**src/rtl/core/spe_pkg.sv**
```systemverilog
`timescale 1ns / 1ps
// ----------------------------------------------------------------------------
// spe_pkg: shared types and constants of the sentence payload extractor
// Byte codes, header patterns, sentence kinds and the four-byte number parser.
// ----------------------------------------------------------------------------
package spe_pkg;

    localparam logic [7:0] START_BYTE   = 8'h24;
    localparam logic [7:0] NEWLINE_BYTE = 8'h0A;
    localparam logic [7:0] COMMA_BYTE   = 8'h2C;
    localparam logic [7:0] PLUS_BYTE    = 8'h2B;
    localparam logic [7:0] MINUS_BYTE   = 8'h2D;
    localparam logic [7:0] ZERO_BYTE    = 8'h30;
    localparam logic [7:0] NINE_BYTE    = 8'h39;
    localparam logic [7:0] SPACE_BYTE   = 8'h20;
    localparam logic [7:0] TAB_BYTE     = 8'h09;
    localparam logic [7:0] CR_BYTE      = 8'h0D;

    localparam int HDR_CHARS  = 6;
    localparam int LEN_W      = 14;
    localparam int COMMA_W    = 3;

    // Header patterns, first character in the most significant byte.
    localparam logic [8*HDR_CHARS-1:0] HDR_GGA = "$GPGGA";
    localparam logic [8*HDR_CHARS-1:0] HDR_IMU = "$GPIMU";
    localparam logic [8*HDR_CHARS-1:0] HDR_ROV = "$GPROV";
    localparam logic [8*HDR_CHARS-1:0] HDR_REF = "$GPREF";

    // The declared length counts the six header bytes plus the payload.
    localparam logic [LEN_W-1:0] LENGTH_OFFSET = LEN_W'(6);

    localparam logic [COMMA_W-1:0] COMMA_LOAD = COMMA_W'(3);
    localparam logic [COMMA_W-1:0] COMMA_CAP  = COMMA_W'(4);

    typedef enum logic [2:0] {
        KIND_NONE = 3'd0,
        KIND_GGA  = 3'd1,
        KIND_IMU  = 3'd2,
        KIND_ROV  = 3'd3,
        KIND_REF  = 3'd4
    } kind_t;

    typedef struct packed {
        logic [7:0] in_byte;
    } spe_in_t;

    typedef struct packed {
        logic [2:0] sentence_kind;
        logic       payload_valid;
        logic [7:0] payload_byte;
        logic       payload_last;
    } spe_out_t;

    typedef struct packed {
        logic             neg;
        logic [LEN_W-1:0] value;
    } number_t;

    function automatic logic is_blank(input logic [7:0] c);
        return (c == SPACE_BYTE) || (c >= TAB_BYTE && c <= CR_BYTE);
    endfunction

    // Decimal parse of four bytes, oldest first: blanks, optional sign, digits.
    function automatic number_t parse_number(input logic [3:0][7:0] d);
        number_t    res;
        logic       started;
        logic       done;
        logic [7:0] c;
        res     = '0;
        started = 1'b0;
        done    = 1'b0;
        for (int i = 0; i < 4; i++)
        begin
            c = d[i];
            if (!done)
            begin
                if (!started && is_blank(c))
                begin
                    started = 1'b0;
                end
                else if (!started && (c == PLUS_BYTE || c == MINUS_BYTE))
                begin
                    res.neg = (c == MINUS_BYTE);
                    started = 1'b1;
                end
                else if (c >= ZERO_BYTE && c <= NINE_BYTE)
                begin
                    res.value = LEN_W'(res.value * LEN_W'(10))
                              + {{(LEN_W-4){1'b0}}, 4'(c - ZERO_BYTE)};
                    started = 1'b1;
                end
                else
                begin
                    done = 1'b1;
                end
            end
        end
        return res;
    endfunction

endpackage

```
**src/rtl/core/spe_stream_if.sv**
```systemverilog
`timescale 1ns / 1ps
// ----------------------------------------------------------------------------
// spe_stream_if: valid/ready channel
// Carries one payload of the given type per transaction.
// ----------------------------------------------------------------------------
interface spe_stream_if #(
    parameter type payload_t = logic
);
    logic     valid;
    logic     ready;
    payload_t payload;

    modport source (output valid, output payload, input ready);
    modport sink   (input valid, input payload, output ready);
endinterface

```
**src/rtl/core/sentence_payload_extractor_core.sv**
```systemverilog
`timescale 1ns / 1ps
// ----------------------------------------------------------------------------
// sentence_payload_extractor_core: sentence classifier and payload extractor
// Path: an accepted byte waits in the input register, and its result is
//   held in the result register until the result channel takes it.
// Throughput: one byte per cycle while the result channel is not stalled.
// Reset: rst_n clears both stage valids and all sentence state; no sentence
//   is open after reset.
// ----------------------------------------------------------------------------
module sentence_payload_extractor_core
    import spe_pkg::*;
#(
    parameter int LENGTH_FIELD_LIMIT = 20
) (
    input  logic         clk,
    input  logic         rst_n,
    spe_stream_if.sink   stream,
    spe_stream_if.source result
);

    localparam int POS_W = $clog2(LENGTH_FIELD_LIMIT + 4);
    localparam logic [POS_W-1:0] POS_CAP    = POS_W'(LENGTH_FIELD_LIMIT + 3);
    localparam logic [POS_W-1:0] POS_LIMIT  = POS_W'(LENGTH_FIELD_LIMIT + 2);
    localparam logic [POS_W-1:0] POS_HEADER = POS_W'(HDR_CHARS);

    logic                 in_valid_reg;
    spe_in_t              in_data_reg;
    logic                 out_valid_reg;
    spe_out_t             out_data_reg;
    logic                 advance;

    logic [POS_W-1:0]     pos_reg,    pos_next;
    logic [4:0][7:0]      recent_reg;
    logic [2:0]           kind_reg,   kind_next;
    logic [COMMA_W-1:0]   commas_reg, commas_next;
    logic [LEN_W-1:0]     len_reg,    len_next;
    logic [LEN_W-1:0]     cnt_reg,    cnt_next;

    logic [7:0]           b;
    logic [8*HDR_CHARS-1:0] hdr;
    number_t              num;
    spe_out_t             res;

    assign advance      = in_valid_reg && (!out_valid_reg || result.ready);
    assign stream.ready = !in_valid_reg || advance;
    assign result.valid   = out_valid_reg;
    assign result.payload = out_data_reg;

    assign b   = in_data_reg.in_byte;
    assign hdr = {recent_reg[4], recent_reg[3], recent_reg[2], recent_reg[1],
                  recent_reg[0], b};
    assign num = parse_number({recent_reg[1], recent_reg[2], recent_reg[3],
                               recent_reg[4]});

    // recent_reg[0] is always the previous byte of the stream.
    always_comb
    begin
        pos_next    = pos_reg;
        kind_next   = kind_reg;
        commas_next = commas_reg;
        len_next    = len_reg;
        cnt_next    = cnt_reg;
        res         = '0;

        if (pos_reg == '0)
        begin
            if (b == START_BYTE && recent_reg[0] == NEWLINE_BYTE)
                pos_next = POS_W'(1);
        end
        else
        begin
            if (pos_reg < POS_CAP)
                pos_next = pos_reg + POS_W'(1);
            if (pos_next == POS_HEADER)
            begin
                if (hdr == HDR_GGA)
                    kind_next = KIND_GGA;
                else if (hdr == HDR_IMU)
                    kind_next = KIND_IMU;
                else if (hdr == HDR_ROV)
                    kind_next = KIND_ROV;
                else if (hdr == HDR_REF)
                    kind_next = KIND_REF;
                else
                begin
                    pos_next    = '0;
                    kind_next   = KIND_NONE;
                    commas_next = '0;
                    len_next    = '0;
                    cnt_next    = '0;
                end
            end
        end

        if (kind_next != KIND_NONE)
        begin
            res.sentence_kind = kind_next;
            if (kind_next == KIND_GGA || kind_next == KIND_IMU)
            begin
                if (b == NEWLINE_BYTE)
                begin
                    pos_next    = '0;
                    kind_next   = KIND_NONE;
                    commas_next = '0;
                    len_next    = '0;
                    cnt_next    = '0;
                end
            end
            else
            begin
                if (recent_reg[0] == COMMA_BYTE && commas_next < COMMA_CAP)
                    commas_next = commas_next + COMMA_W'(1);
                // The byte after the third comma loads the length field.
                if (len_next == '0 && commas_next == COMMA_LOAD)
                begin
                    if (pos_next > POS_LIMIT || num.neg || num.value <= LENGTH_OFFSET)
                    begin
                        pos_next    = '0;
                        kind_next   = KIND_NONE;
                        commas_next = '0;
                        len_next    = '0;
                        cnt_next    = '0;
                    end
                    else
                    begin
                        len_next = num.value - LENGTH_OFFSET;
                    end
                end
                if (len_next != '0)
                begin
                    cnt_next          = cnt_next + LEN_W'(1);
                    res.payload_valid = 1'b1;
                    res.payload_byte  = b;
                    if (cnt_next >= len_next)
                    begin
                        res.payload_last = 1'b1;
                        pos_next    = '0;
                        kind_next   = KIND_NONE;
                        commas_next = '0;
                        len_next    = '0;
                        cnt_next    = '0;
                    end
                end
            end
        end
    end

    always_ff @(posedge clk or negedge rst_n)
    begin
        if (!rst_n)
        begin
            in_valid_reg  <= 1'b0;
            out_valid_reg <= 1'b0;
            pos_reg       <= '0;
            recent_reg    <= '0;
            kind_reg      <= KIND_NONE;
            commas_reg    <= '0;
            len_reg       <= '0;
            cnt_reg       <= '0;
        end
        else
        begin
            if (stream.valid && stream.ready)
                in_valid_reg <= 1'b1;
            else if (advance)
                in_valid_reg <= 1'b0;

            if (advance)
                out_valid_reg <= 1'b1;
            else if (result.ready)
                out_valid_reg <= 1'b0;

            if (advance)
            begin
                pos_reg    <= pos_next;
                recent_reg <= {recent_reg[3:0], b};
                kind_reg   <= kind_next;
                commas_reg <= commas_next;
                len_reg    <= len_next;
                cnt_reg    <= cnt_next;
            end
        end
    end

    always_ff @(posedge clk)
    begin
        if (stream.valid && stream.ready)
            in_data_reg <= stream.payload;
        if (advance)
            out_data_reg <= res;
    end

endmodule

```
**src/flat_wrapper.sv**
```systemverilog
// flat-port wrapper written by rule: the top's interface ports become plain ports
module sentence_payload_extractor_core_flat import spe_pkg::*;
#(
    parameter int LENGTH_FIELD_LIMIT = 20
)
  (clk, rst_n, stream_valid, stream_payload, stream_ready, result_valid, result_payload, result_ready);
  spe_stream_if stream_i ();
  spe_stream_if result_i ();
  input  logic clk;
  input  logic rst_n;
  input wire logic [$bits(stream_i.valid)-1:0] stream_valid;
  input wire logic [$bits(stream_i.payload)-1:0] stream_payload;
  output wire logic [$bits(stream_i.ready)-1:0] stream_ready;
  output wire logic [$bits(result_i.valid)-1:0] result_valid;
  output wire logic [$bits(result_i.payload)-1:0] result_payload;
  input wire logic [$bits(result_i.ready)-1:0] result_ready;
  assign stream_i.valid = stream_valid;
  assign stream_i.payload = stream_payload;
  assign stream_ready = stream_i.ready;
  assign result_valid = result_i.valid;
  assign result_payload = result_i.payload;
  assign result_i.ready = result_ready;
  sentence_payload_extractor_core #(.LENGTH_FIELD_LIMIT(LENGTH_FIELD_LIMIT)) u_core (.clk(clk), .rst_n(rst_n), .stream(stream_i), .result(result_i));
endmodule
```
**config.mk**
```make
export PLATFORM = sky130hd
export DESIGN_NAME = sentence_payload_extractor_core_flat
export DESIGN_NICKNAME = d
export VERILOG_FILES = /design/src/rtl/core/spe_pkg.sv /design/src/rtl/core/spe_stream_if.sv /design/src/rtl/core/sentence_payload_extractor_core.sv /design/src/flat_wrapper.sv
export SDC_FILE = /design/constraint.sdc
export NUM_CORES = 1
export LEC_CHECK = 0
export ABC_AREA = 1
export BUFFER_PORTS_ARGS = -buffer_cell sky130_fd_sc_hd__buf_2
export CORE_ASPECT_RATIO = 1.4
export CORE_MARGIN = 2
export CORE_UTILIZATION = 45
export CTS_CLUSTER_SIZE = 40
export DETAILED_ROUTE_END_ITERATION = 6
export SYNTH_ARGS = -nofsm -noshare
export SYNTH_HDL_FRONTEND = slang
export SYNTH_SLANG_ARGS = --single-unit
export TNS_END_PERCENT = 5
```
**constraint.sdc**
```tcl
create_clock -name clk -period 7.55 [get_ports clk]
set_clock_uncertainty 0.05 [all_clocks]
set_input_delay 1.51 -clock clk [delete_from_list [all_inputs] [get_ports clk]]
set_output_delay 1.51 -clock clk [all_outputs]
set_load 0.01 [all_outputs]
```
### Word level (Yosys, flattened, before mapping)

Index checks and enable logic that the tools add are counted.

| storage, ports and cells | value |
|---|---|
| flip-flop bits (word level) | 48 |
| input bits | 5 |
| output and inout bits | 3 |
| logic and storage cells | 164 |

| operators by class | value |
|---|---|
| add/sub/neg operators | 10 |
| $mul | 3 |
| $lt $le $gt $ge | 20 |
| equality and inequality tests | 4 |
| muxes and demuxes | 80 |
| bitwise gates (word level) | 2 |
| reductions and logical operators | 31 |

Operators with widths:

| cell | count |
|---|---|
| 14-bit two-way mux | 29 |
| 3-bit two-way mux | 18 |
| 5-bit two-way mux | 10 |
| 14-bit by 4-bit adder with 14-bit output | 3 |
| 14-bit by 3-bit multiplier with 13-bit output (second input constant) | 3 |
| 1-bit by 6-bit >= comparator with 1-bit output (second input constant) | 4 |
| 1-bit by 6-bit less-or-equal comparator with 1-bit output (second input constant) | 4 |
| 1-bit two-way mux | 21 |
| 1-bit by 4-bit >= comparator with 1-bit output (second input constant) | 4 |
| 1-bit by 4-bit less-or-equal comparator with 1-bit output (second input constant) | 4 |
| 14-bit by 1-bit adder with 14-bit output (second input constant) | 1 |
| 14-bit >= comparator | 1 |
| 14-bit by 3-bit less-or-equal comparator with 1-bit output (second input constant) | 1 |
| 1-bit logical AND | 14 |
| 14-bit logical NOT | 1 |
| 14-bit nonzero test | 1 |
| 14-bit by 3-bit subtractor with 14-bit output (second input constant) | 1 |
| 4-bit two-way mux | 2 |
| 1-bit by 1-bit subtractor with 2-bit output (second input constant) | 4 |
| 3-bit by 2-bit == test with 1-bit output (second input constant) | 2 |
| 5-bit by 1-bit adder with 5-bit output (second input constant) | 1 |
| 5-bit by 3-bit == test with 1-bit output (second input constant) | 1 |
| 5-bit greater-than comparator (second input constant) | 1 |
| 1-bit logical NOT | 5 |
| 9 further kinds | 14 |

### Longest topological paths before layout

Gate-level depths: netlist of the first run.

| logic depth | value |
|---|---|
| depth in word-level cells | 31 |
| gate-level depth with buffers | 34 |
| depth with buffers taken out | 32 |

### Least setup slack after synthesis of the first run

Ideal clock, no wire load.

| timing | value |
|---|---|
| path kind | register to register |
| start point | register u_core.pos_reg[1] |
| end point | register u_core.len_reg[10] |
| library setup time | 0.075 ns |
| arrival | 3.821 ns |
| required time | 7.425 ns |
| path slack | 3.603 ns |
| stages on the path, launching flop included | 33 |
| buffers on the path | 2 |
| clock period less this slack | 3.947 ns |
| cell sequence | dfrtp_1 ha_1 nand2_1 o21ai_1 inv_1 nand3_1 nor2_2 nand3_4 buf_6 nand3_2 inv_2 nand3_1 nor2_2 nor2_2 nand2_1 nor2_1 inv_2 nor2_1 nand3_1 and2_1 ha_1 nand2_1 nor3_1 nand3_1 o21ai_0 a31oi_1 nand2_2 nand2_4 nand2_4 nand2_8 nand2_8 buf_8 a21oi_2 |

| on the way | value |
|---|---|
| cells in the longest elaborated chain, start to end | 19 |
| elaborated cells between the ends (all ways) | 43 |
| those cells by class | add/sub: 2; order compare: 3; eq/ne: 4; mux: 26; reduce/logical: 8 |

RTL lines:

| what | RTL line | source |
|---|---|---|
| start: declaration | sentence_payload_extractor_core.sv:32 | `logic [POS_W-1:0] pos_reg, pos_next;` |
| start signal: assignment | sentence_payload_extractor_core.sv:175 | `pos_reg <= pos_next;` |
| 5-bit by 1-bit adder with 5-bit output or 5-bit < comparator (tied branches) | sentence_payload_extractor_core.sv:73, sentence_payload_extractor_core.sv:72 |  |
| 5-bit two-way mux | sentence_payload_extractor_core.sv:72 | `if (pos_reg < POS_CAP)` |
| 5-bit two-way mux | sentence_payload_extractor_core.sv:65 | `if (pos_reg == '0)` |
| 5-bit by 3-bit == test with 1-bit output | sentence_payload_extractor_core.sv:74 | `if (pos_next == POS_HEADER)` |
| 5-bit two-way mux or 3-bit two-way mux (tied branches) | sentence_payload_extractor_core.sv:74 |  |
| 5-bit two-way mux or 3-bit two-way mux (tied branches) | sentence_payload_extractor_core.sv:65 |  |
| 5-bit greater-than comparator or 3-bit two-way mux (tied branches) | sentence_payload_extractor_core.sv:116, sentence_payload_extractor_core.sv:98 |  |
| 1-bit logical OR or 3-bit two-way mux (tied branches) | sentence_payload_extractor_core.sv:116, sentence_payload_extractor_core.sv:95 |  |
| [3 not listed] | -- |  |
| 14-bit two-way mux | sentence_payload_extractor_core.sv:98 | `if (kind_next == KIND_GGA \|\| kind_next == KIND_IMU)` |
| 14-bit two-way mux | sentence_payload_extractor_core.sv:95 | `if (kind_next != KIND_NONE)` |
| 14-bit by 1-bit adder with 14-bit output | sentence_payload_extractor_core.sv:131 | `cnt_next = cnt_next + LEN_W'(1);` |
| 14-bit >= comparator | sentence_payload_extractor_core.sv:134 | `if (cnt_next >= len_next)` |
| 14-bit two-way mux | sentence_payload_extractor_core.sv:134 |  |
| 14-bit two-way mux | sentence_payload_extractor_core.sv:129 | `if (len_next != '0)` |
| 14-bit two-way mux | sentence_payload_extractor_core.sv:98 |  |
| 14-bit two-way mux * | sentence_payload_extractor_core.sv:95 |  |
| end signal: assignment | sentence_payload_extractor_core.sv:179 | `len_reg <= len_next;` |
| end: declaration | sentence_payload_extractor_core.sv:36 | `logic [LEN_W-1:0] len_reg, len_next;` |

Mark *: on every way between the ends. The rest lies on a longest branch, timed or not. The select of a mux whose other input is x is not followed.
A chain may end at the register's enable or synchronous reset.

### Final worst setup path of the first run

| timing | value |
|---|---|
| start point | register u_core.pos_reg[1] |
| end point | register u_core.commas_reg[1] |

| on the way | value |
|---|---|
| cells in the longest elaborated chain, start to end | 19 |
| elaborated cells between the ends (all ways) | 45 |
| those cells by class | add/sub: 2; order compare: 3; eq/ne: 4; mux: 28; reduce/logical: 8 |

RTL lines:

| what | RTL line | source |
|---|---|---|
| 5-bit by 1-bit adder with 5-bit output or 5-bit < comparator (tied branches) | sentence_payload_extractor_core.sv:73, sentence_payload_extractor_core.sv:72 |  |
| 5-bit two-way mux | sentence_payload_extractor_core.sv:72 |  |
| 5-bit two-way mux | sentence_payload_extractor_core.sv:65 |  |
| 5-bit by 3-bit == test with 1-bit output | sentence_payload_extractor_core.sv:74 |  |
| 5-bit two-way mux or 3-bit two-way mux (tied branches) | sentence_payload_extractor_core.sv:74 |  |
| 5-bit two-way mux or 3-bit two-way mux (tied branches) | sentence_payload_extractor_core.sv:65 |  |
| 5-bit greater-than comparator or 3-bit two-way mux (tied branches) | sentence_payload_extractor_core.sv:116, sentence_payload_extractor_core.sv:98 |  |
| 1-bit logical OR or 3-bit two-way mux (tied branches) | sentence_payload_extractor_core.sv:116, sentence_payload_extractor_core.sv:95 |  |
| [3 not listed] | -- |  |
| 14-bit two-way mux | sentence_payload_extractor_core.sv:98 |  |
| 14-bit two-way mux | sentence_payload_extractor_core.sv:95 |  |
| 14-bit by 1-bit adder with 14-bit output | sentence_payload_extractor_core.sv:131 |  |
| 14-bit >= comparator | sentence_payload_extractor_core.sv:134 |  |
| 3-bit two-way mux | sentence_payload_extractor_core.sv:134 |  |
| 3-bit two-way mux | sentence_payload_extractor_core.sv:129 |  |
| 3-bit two-way mux | sentence_payload_extractor_core.sv:98 |  |
| 3-bit two-way mux * | sentence_payload_extractor_core.sv:95 |  |
| end signal: assignment | sentence_payload_extractor_core.sv:178 | `commas_reg <= commas_next;` |
| end: declaration | sentence_payload_extractor_core.sv:35 | `logic [COMMA_W-1:0] commas_reg, commas_next;` |

Marked as above.

==> results of run 1 <==
==> cell families after synthesis <==
logic type / count (synthesis)
AO/OA/AOI/OAI: 81
XOR/XNOR: 1
AND/OR/NAND/NOR: 241
adder cells (fa/ha/maj): 15
flip-flops: 42
buffers and inverters: 81
==> power by group <==
part / internal (mW) / switching [mW] / leakage [nW]
sequential: 0.300 / 0.0702 / 0.544
combinational: 0.229 / 0.464 / 1.06
clock: 0.0687 / 0.0935 / 0.0495
==> worst max-delay path: cells and delay by family (launching register included) <==
| family | cells | cell delay [ns] |
|---|---|---|
| AO/OA/AOI/OAI | 7 | 1.41 |
| AND/OR/NAND/NOR | 17 | 2.60 |
| flip-flops | 1 | 0.47 |
| adder cells (fa/ha/maj) | 2 | 0.49 |
| buffers and inverters | 2 | 0.16 |
==> metrics by stage <==
step                std cells  area, um2    util  hold slack (ns)  power, mW
floorplan                 461       3238       -           0.3992     0.9337
global placement          547       3298  0.4724           0.4137      1.058
detailed placement        547       3298  0.4724           0.4157      1.073
CTS                       555       3393  0.4860           0.4393      1.241
global route              555       3393  0.4860           0.4624      1.357
finish                    555       3393  0.4860           0.4401      1.226
==> cell usage in the layout (no fill, tap or decap), types with 2 or more instances in the layout <==
| cell | count |
|---|---|
| o21ai_1 | 11 |
| buf_2 | 6 |
| nand2_4 | 3 |
| a21oi_2 | 10 |
| inv_6 | 3 |
| nand3_2 | 4 |
| nand4_1 | 8 |
| clkbuf_8 | 5 |
| nor2_2 | 7 |
| nand3_4 | 2 |
| inv_2 | 8 |
| dfrtp_1 | 41 |
| nor3_1 | 3 |
| o21ai_0 | 24 |
| nor2_1 | 34 |
| nand3_1 | 31 |
| a21oi_1 | 26 |
| nand2_2 | 5 |
| nand2_1 | 136 |
| inv_1 | 57 |
| ha_1 | 15 |
| a211oi_1 | 2 |
| nor2_4 | 2 |
| nand2_8 | 3 |
==> final cells by class <==
| cell class | instances | area [um2] | area share |
|---|---|---|---|
| inverters | 66 | 247.7 | 0.07301 |
| flip-flops and latches | 42 | 1056 | 0.3112 |
| multi-input cells | 338 | 1846 | 0.5439 |
| clock inverters | 3 | 26.28 | 0.007743 |
| clock buffers | 5 | 68.82 | 0.02028 |
| well taps | 95 | 118.9 | 0.03503 |
| repair buffers | 6 | 30.03 | 0.008850 |
==> path summary, 6_finish.rpt <==
| check | startpoint | endpoint | slack [ns] | cells past startpoint |
|---|---|---|---|---|
| min | u_core.cnt_reg[8] | u_core.cnt_reg[8] | 0.44 | 2 |
| max | u_core.pos_reg[1] | u_core.commas_reg[1] | 2.27 | 28 |
| min in group asynchronous | rst_n | u_core.cnt_reg[13] | 1.27 | 1 |
| max in group asynchronous | rst_n | u_core.len_reg[0] | 5.59 | 1 |
| min reg2reg | u_core.cnt_reg[8] | u_core.cnt_reg[8] | 0.44 | 2 |
| max reg2reg | u_core.pos_reg[1] | u_core.commas_reg[1] | 2.27 | 28 |
==> per-layer routing <==
metal	up-vias	track usage	wire, um
met5	-	0	0
met4	0	0.1040	254
met3	20	0.03779	206
met2	43	0.3509	3727
met1	1340	0.2509	3173
li1	1483	-	-
==> key figures, run 1 <==
Synth
  • Syn_area_per_cell: 7.024 um2
  • Ys async rst share: 0.9762
  • Cell area after synthesis: 3238 um2
  • Post-synth top area share: 0.3168
  • Post-Synth XOR/XNOR Area: 0.002705
  • Synth Instances: 461
  • Synth Warn #: 0
  • Yosys cell types: 40
  • Post-synth top flop: dfrtp_1
  • Cell with the most instances after synthesis: nand2_1
  • Adder-Cell Fraction of Synth Area: 0.05796
  • Yosys top cell by area: dfrtp_1
  • Post-synth EDFFs: 1
  • Area contributors post-synth: dfrtp_1 32%, nand2_1 16%, inv_1 6.6%, ha_1 5.8%, nand3_1 4.8%
  • Most common library cells after synthesis: 136 x nand2_1, 57 x inv_1, 41 x dfrtp_1
  • Post-synthesis sequential area ratio: 0.3261
  • Simple-gate share of the synthesized area: 0.3609
  • Synth Area in Compound Gates: 0.1484
  • Portion of netlist area occupied by mux cells: 0
  • Main combinational cell family by area after synthesis: simple AND/OR/NAND/NOR gates
  • Post-synth net total: 481
  • Synth Register Bits: 42

Timing
  • Hold Violations, Final: 0
  • Setup slack after layout: about 2.3 ns
  • Setup violations, final: 0
  • Total negative slack: 0 ns
  • Final slew viol count: 0
  • RSZ-0062 raised after global routing: false
  • Fin crit period: roughly 5.3 ns
  • Tcrit/Tclk final: 0.6993
  • Slew HR: 0.2788
  • Tightest Pin Transition: 1.079 ns
  • Peak Freq: 189.4 MHz

Floorplanning
  • Die Width: 75.69 um
  • Die Area: 7900 um2
  • # rows: 36
  • I/O Pins: 8
  • Die Y: 104.4 um
  • Area of the core: 6982 um2
  • Initial core utilization: 0.4638

Clock tree
  • Root Driver: clkbuf_8
  • Post-CTS Resized: 0
  • Clock slew at reported path FFs: around 0.090 ns
  • CTS tree: built
  • Clk Latency, worst-skew pair: 0.32 ns
  • # Post-CTS Setup Buffers: 0
  • Inserted Clock Buffers: 5
  • H-tree level count: 2
  • Sink Count: 42
  • Hold Buf Count CTS: 0
  • Max Buffers Root-to-Sink: 2

Hold path
  • Hold Crit Class: reg -> reg

GRT
  • Congestion Overflow GR: 0
  • Antenna violations before repair: 0
  • GRT Resource Usage Total: 0.2106
  • Largest net degree at the start of global routing: 46
  • Number of global-route vias before repair: 2814
  • First-pass GRT wire length: 12.78 mm

Power and ir drop
  • Peak supply drop: between 0.0002 and 0.00025 V
  • Static leakage: 1.656 nW
  • Cell Pwr Density: 361.3 nW/um2

Place
  • Post-DP HPWL: between 5 and 6 mm
  • Final Wtd Congestion: 0.8909
  • Pre-CTS setup slack: 2.267 ns
  • IO buf count: 6

Outcome
  • Status: finished clean

Setup path
  • Slowest cell on the critical path: nor2_2
  • CP endpoint kind: flip-flop
  • Crit-path max cell delay: 0.55 ns
  • Worst setup SP type: flip-flop
  • Critical Path AT: between 5 and 6 ns
  • Max Fanout on Critical Path: 45
  • Crit path required time: 7.73 ns
  • WS Path Type: reg -> reg
  • Cell repeated most along the worst path: nand2_1

Routing
  • Post-route DRC: 0
  • Vias after detailed routing: just under 3000
  • First-pass DRT Iterations: 5
  • 1st-iter DRT viols: 161
  • Routed Antenna Nets: 0
  • Vias per cell: approximately 5.2
  • Routed WL per cell: 13.26 um
  • WL final: 7.362 mm

Run
  • Max Cap Viol: 0

Layout
  • Ant. Diodes: 0
  • Area grow syn2layout: 4.791%
  • Share of cells above drive strength 1: 0.1348
  • Nets: between 400 and 500
  • Fillers: 705
No activity file was read; power rests on OpenSTA's default activity.
==> inputs of run 2 (changes only) <==
==> constraint.sdc (replaced) <==
create_clock -name clk -period 4.66 [get_ports clk]
set_clock_uncertainty 0.05 [all_clocks]
set_input_delay 0.932 -clock clk [delete_from_list [all_inputs] [get_ports clk]]
set_output_delay 0.932 -clock clk [all_outputs]
set_load 0.01 [all_outputs]
==> run 2 against run 1 <==
Largest cell class unchanged. Largest power group unchanged. First-iteration DRC count increased by 25%. Sequential cell count unchanged. Core utilization increased by 4.3 points. Sequential share of layout area decreased by 2.5 points. Register-to-register slack got worse by 2.0 ns. Via count increased by 3.3%. Die area unchanged. Setup slack got worse by 2.0 ns. Worst hold slack improved by 0.0070 ns. Global-route usage decreased by 0.16 points. Critical endpoint is now u_core.len_reg[1].
==> key figures, run 2 (synthesis gave the netlist of run 1 again) <==
Outcome
  • Status: finished clean

Setup path
  • Worst setup SP type: flip-flop
  • Slowest cell on the critical path: dfrtp_1
  • Max Fanout on Critical Path: 15 (-67%)
  • Cell repeated most along the worst path: nand2_1
  • Crit-path max cell delay: 0.42 ns (-0.13 ns)
  • WS Path Type: reg -> reg
  • CP endpoint kind: flip-flop
  • Crit path required time: 4.83 ns (-2.90 ns)
  • Critical Path AT: 4.51 ns (-0.95 ns)

Clock tree
  • CTS tree: built
  • Inserted Clock Buffers: 5 (unchanged)
  • Sink Count: 42 (unchanged)
  • Max Buffers Root-to-Sink: 2 (unchanged)
  • Clk Latency, worst-skew pair: 0.31 ns (about the same)
  • Clock slew at reported path FFs: 0.09 ns (about the same)
  • Root Driver: clkbuf_8
  • H-tree level count: 2 (unchanged)

Timing
  • Tightest Pin Transition: 0.9383 ns (-0.1409 ns)
  • Slew HR: 0.3745 (+0.09565)
  • Setup violations, final: 0 (unchanged)
  • Peak Freq: 230.3 MHz (+22%)
  • Final slew viol count: 0 (unchanged)
  • Setup slack after layout: 0.3187 ns (-1.952 ns)
  • Hold_ws: 0.4471 ns (+0.006962 ns)
  • Hold Violations, Final: 0 (unchanged)
  • Fin crit period: 4.341 ns (-0.9384 ns)
  • Tcrit/Tclk final: 0.9316 (+0.2323)

Routing
  • Routed Antenna Nets: 0 (unchanged)
  • Vias after detailed routing: 2980 (+3.3%)
  • Vias per cell: 5.228 (+0.54%)
  • 1st-iter DRT viols: 201 (+25%)
  • WL final: 7.878 mm (+7.0%)
  • Post-route DRC: 0 (unchanged)
  • Routed WL per cell: 13.82 um (+4.2%)
  • First-pass DRT Iterations: 5 (unchanged)

GRT
  • Number of global-route vias before repair: 2700 (-4.1%)
  • Congestion Overflow GR: 0 (unchanged)
  • Largest net degree at the start of global routing: 42 (-8.7%)
  • First-pass GRT wire length: 12.89 mm (+0.87%)
  • GRT Resource Usage Total: 0.2090 (-0.001577)
  • Antenna violations before repair: 0 (unchanged)

Power and ir drop
  • Peak supply drop: 0.0003078 V (+44%)
  • Cell Pwr Density: 623.8 nW/um2 (+73%)
  • Static leakage: 1.776 nW (+7.3%)
  • Final Total Pwr: 2.304 mW (+88%)

Layout
  • Share of cells above drive strength 1: 0.1895 (+0.05469)
  • Final Non-Filler Cells: 570 (+2.7%)
  • Area grow syn2layout: 14.06%
  • Fillers: 691 (-2.0%)
  • Most frequent cells in the layout: 133 x nand2_1, 56 x inv_1, 40 x dfrtp_1
  • Multi-input logic area: 1938 um2 (+5.0%)
  • Seq. cell area: 1057 um2 (+0.12%)
  • Nets: 494 (+3.1%)
  • Ant. Diodes: 0 (unchanged)
  • Most common cell after layout, fill and taps aside: nand2_1

Floorplanning
  • I/O Pins: 8 (unchanged)
  • Die Y: 104.4 um (unchanged)
  • Area of the core: 6982 um2 (unchanged)
  • # rows: 36 (unchanged)
  • Initial core utilization: 0.4638 (unchanged)
  • Die Area: 7900 um2 (unchanged)
  • Die Width: 75.69 um (unchanged)

Place
  • IO buf count: 6 (unchanged)
  • Post-DP HPWL: 5.424 mm (+1.7%)
  • Final Wtd Congestion: 0.9369 (+5.2%)
  • Placed Cells: 553 (+1.1%)
  • Pre-CTS setup slack: 0.03332 ns (-2.233 ns)

Hold path
  • Hold Crit Class: reg -> reg

Run
  • Max Cap Viol: 0 (unchanged)
## run 2: cell types whose count changed in the layout (fill, tap and decap cells not counted), sizes merged
cell    change
buf        +13
inv         -3
bufinv      +2
clkbuf      +1
clkinv      +1
nand3       +1
## run 2: stage by stage
step	TNS [ns]	util	cell area [um2]
after floorplan	0	-	3238
after global placement	0	0.4806	3356
after detailed placement	0	0.4806	3356
after CTS	0	0.5004	3493
after global routing	-0.001827	0.5290	3694
final	0	0.5290	3694
## run 2: worst max-delay path, delay by kind of cell, from the launching register on
kind | cells | cell delay [ns]
buf+inv | 4 | 0.40
simple gates | 17 | 1.80
fa+ha+maj | 2 | 0.54
compound gates | 6 | 1.03
flops | 1 | 0.42
## run 2: worst paths after layout
path,start,to,slack (ns),depth (start not counted)
setup / recovery,u_core.pos_reg[0],u_core.len_reg[1],0.32,29
hold reg to reg,u_core.cnt_reg[8],u_core.cnt_reg[8],0.45,2
min in group asynchronous,rst_n,u_core.cnt_reg[13],0.70,1
hold / removal,u_core.cnt_reg[8],u_core.cnt_reg[8],0.45,2
max in group asynchronous,rst_n,u_core.pos_reg[1],3.20,1
setup reg to reg,u_core.pos_reg[0],u_core.len_reg[1],0.32,29
## run 2: area by class of cell
cell class	instances	share of cell area
flip-flops and latches	42	0.2862
clock buffers	5	0.01863
multi-input cells	339	0.5247
inverters	66	0.06707
repair buffers	20	0.05251
well taps	95	0.03218
clock inverters	3	0.01863
## run 2: metal layers
| metal | up-vias | GRT usage | part of all wire |
|---|---|---|---|
| li1 | 1508 | - | - |
| met1 | 1375 | 0.2771 | 0.43 |
| met2 | 73 | 0.3354 | 0.49 |
| met3 | 24 | 0.02519 | 0.030 |
| met4 | 0 | 0.08772 | 0.041 |
| met5 | - | 0 | 0 |
## run 2: timing repair
item	in CTS	in global routing
buffers inserted	0	7
endpoints found under the setup margin	0	40
hold buffers	0	0
endpoints found under the hold margin	0	0
gates resized for setup	0	23
## run 2: report_power, final
part	internal [mW]	total [mW]	switching [mW]	leakage (nW)
registers	0.487	0.609	0.123	0.543
logic	0.490	1.33	0.841	1.17
clock network	0.215	0.364	0.149	0.0683
total	1.19	2.30	1.11	1.78
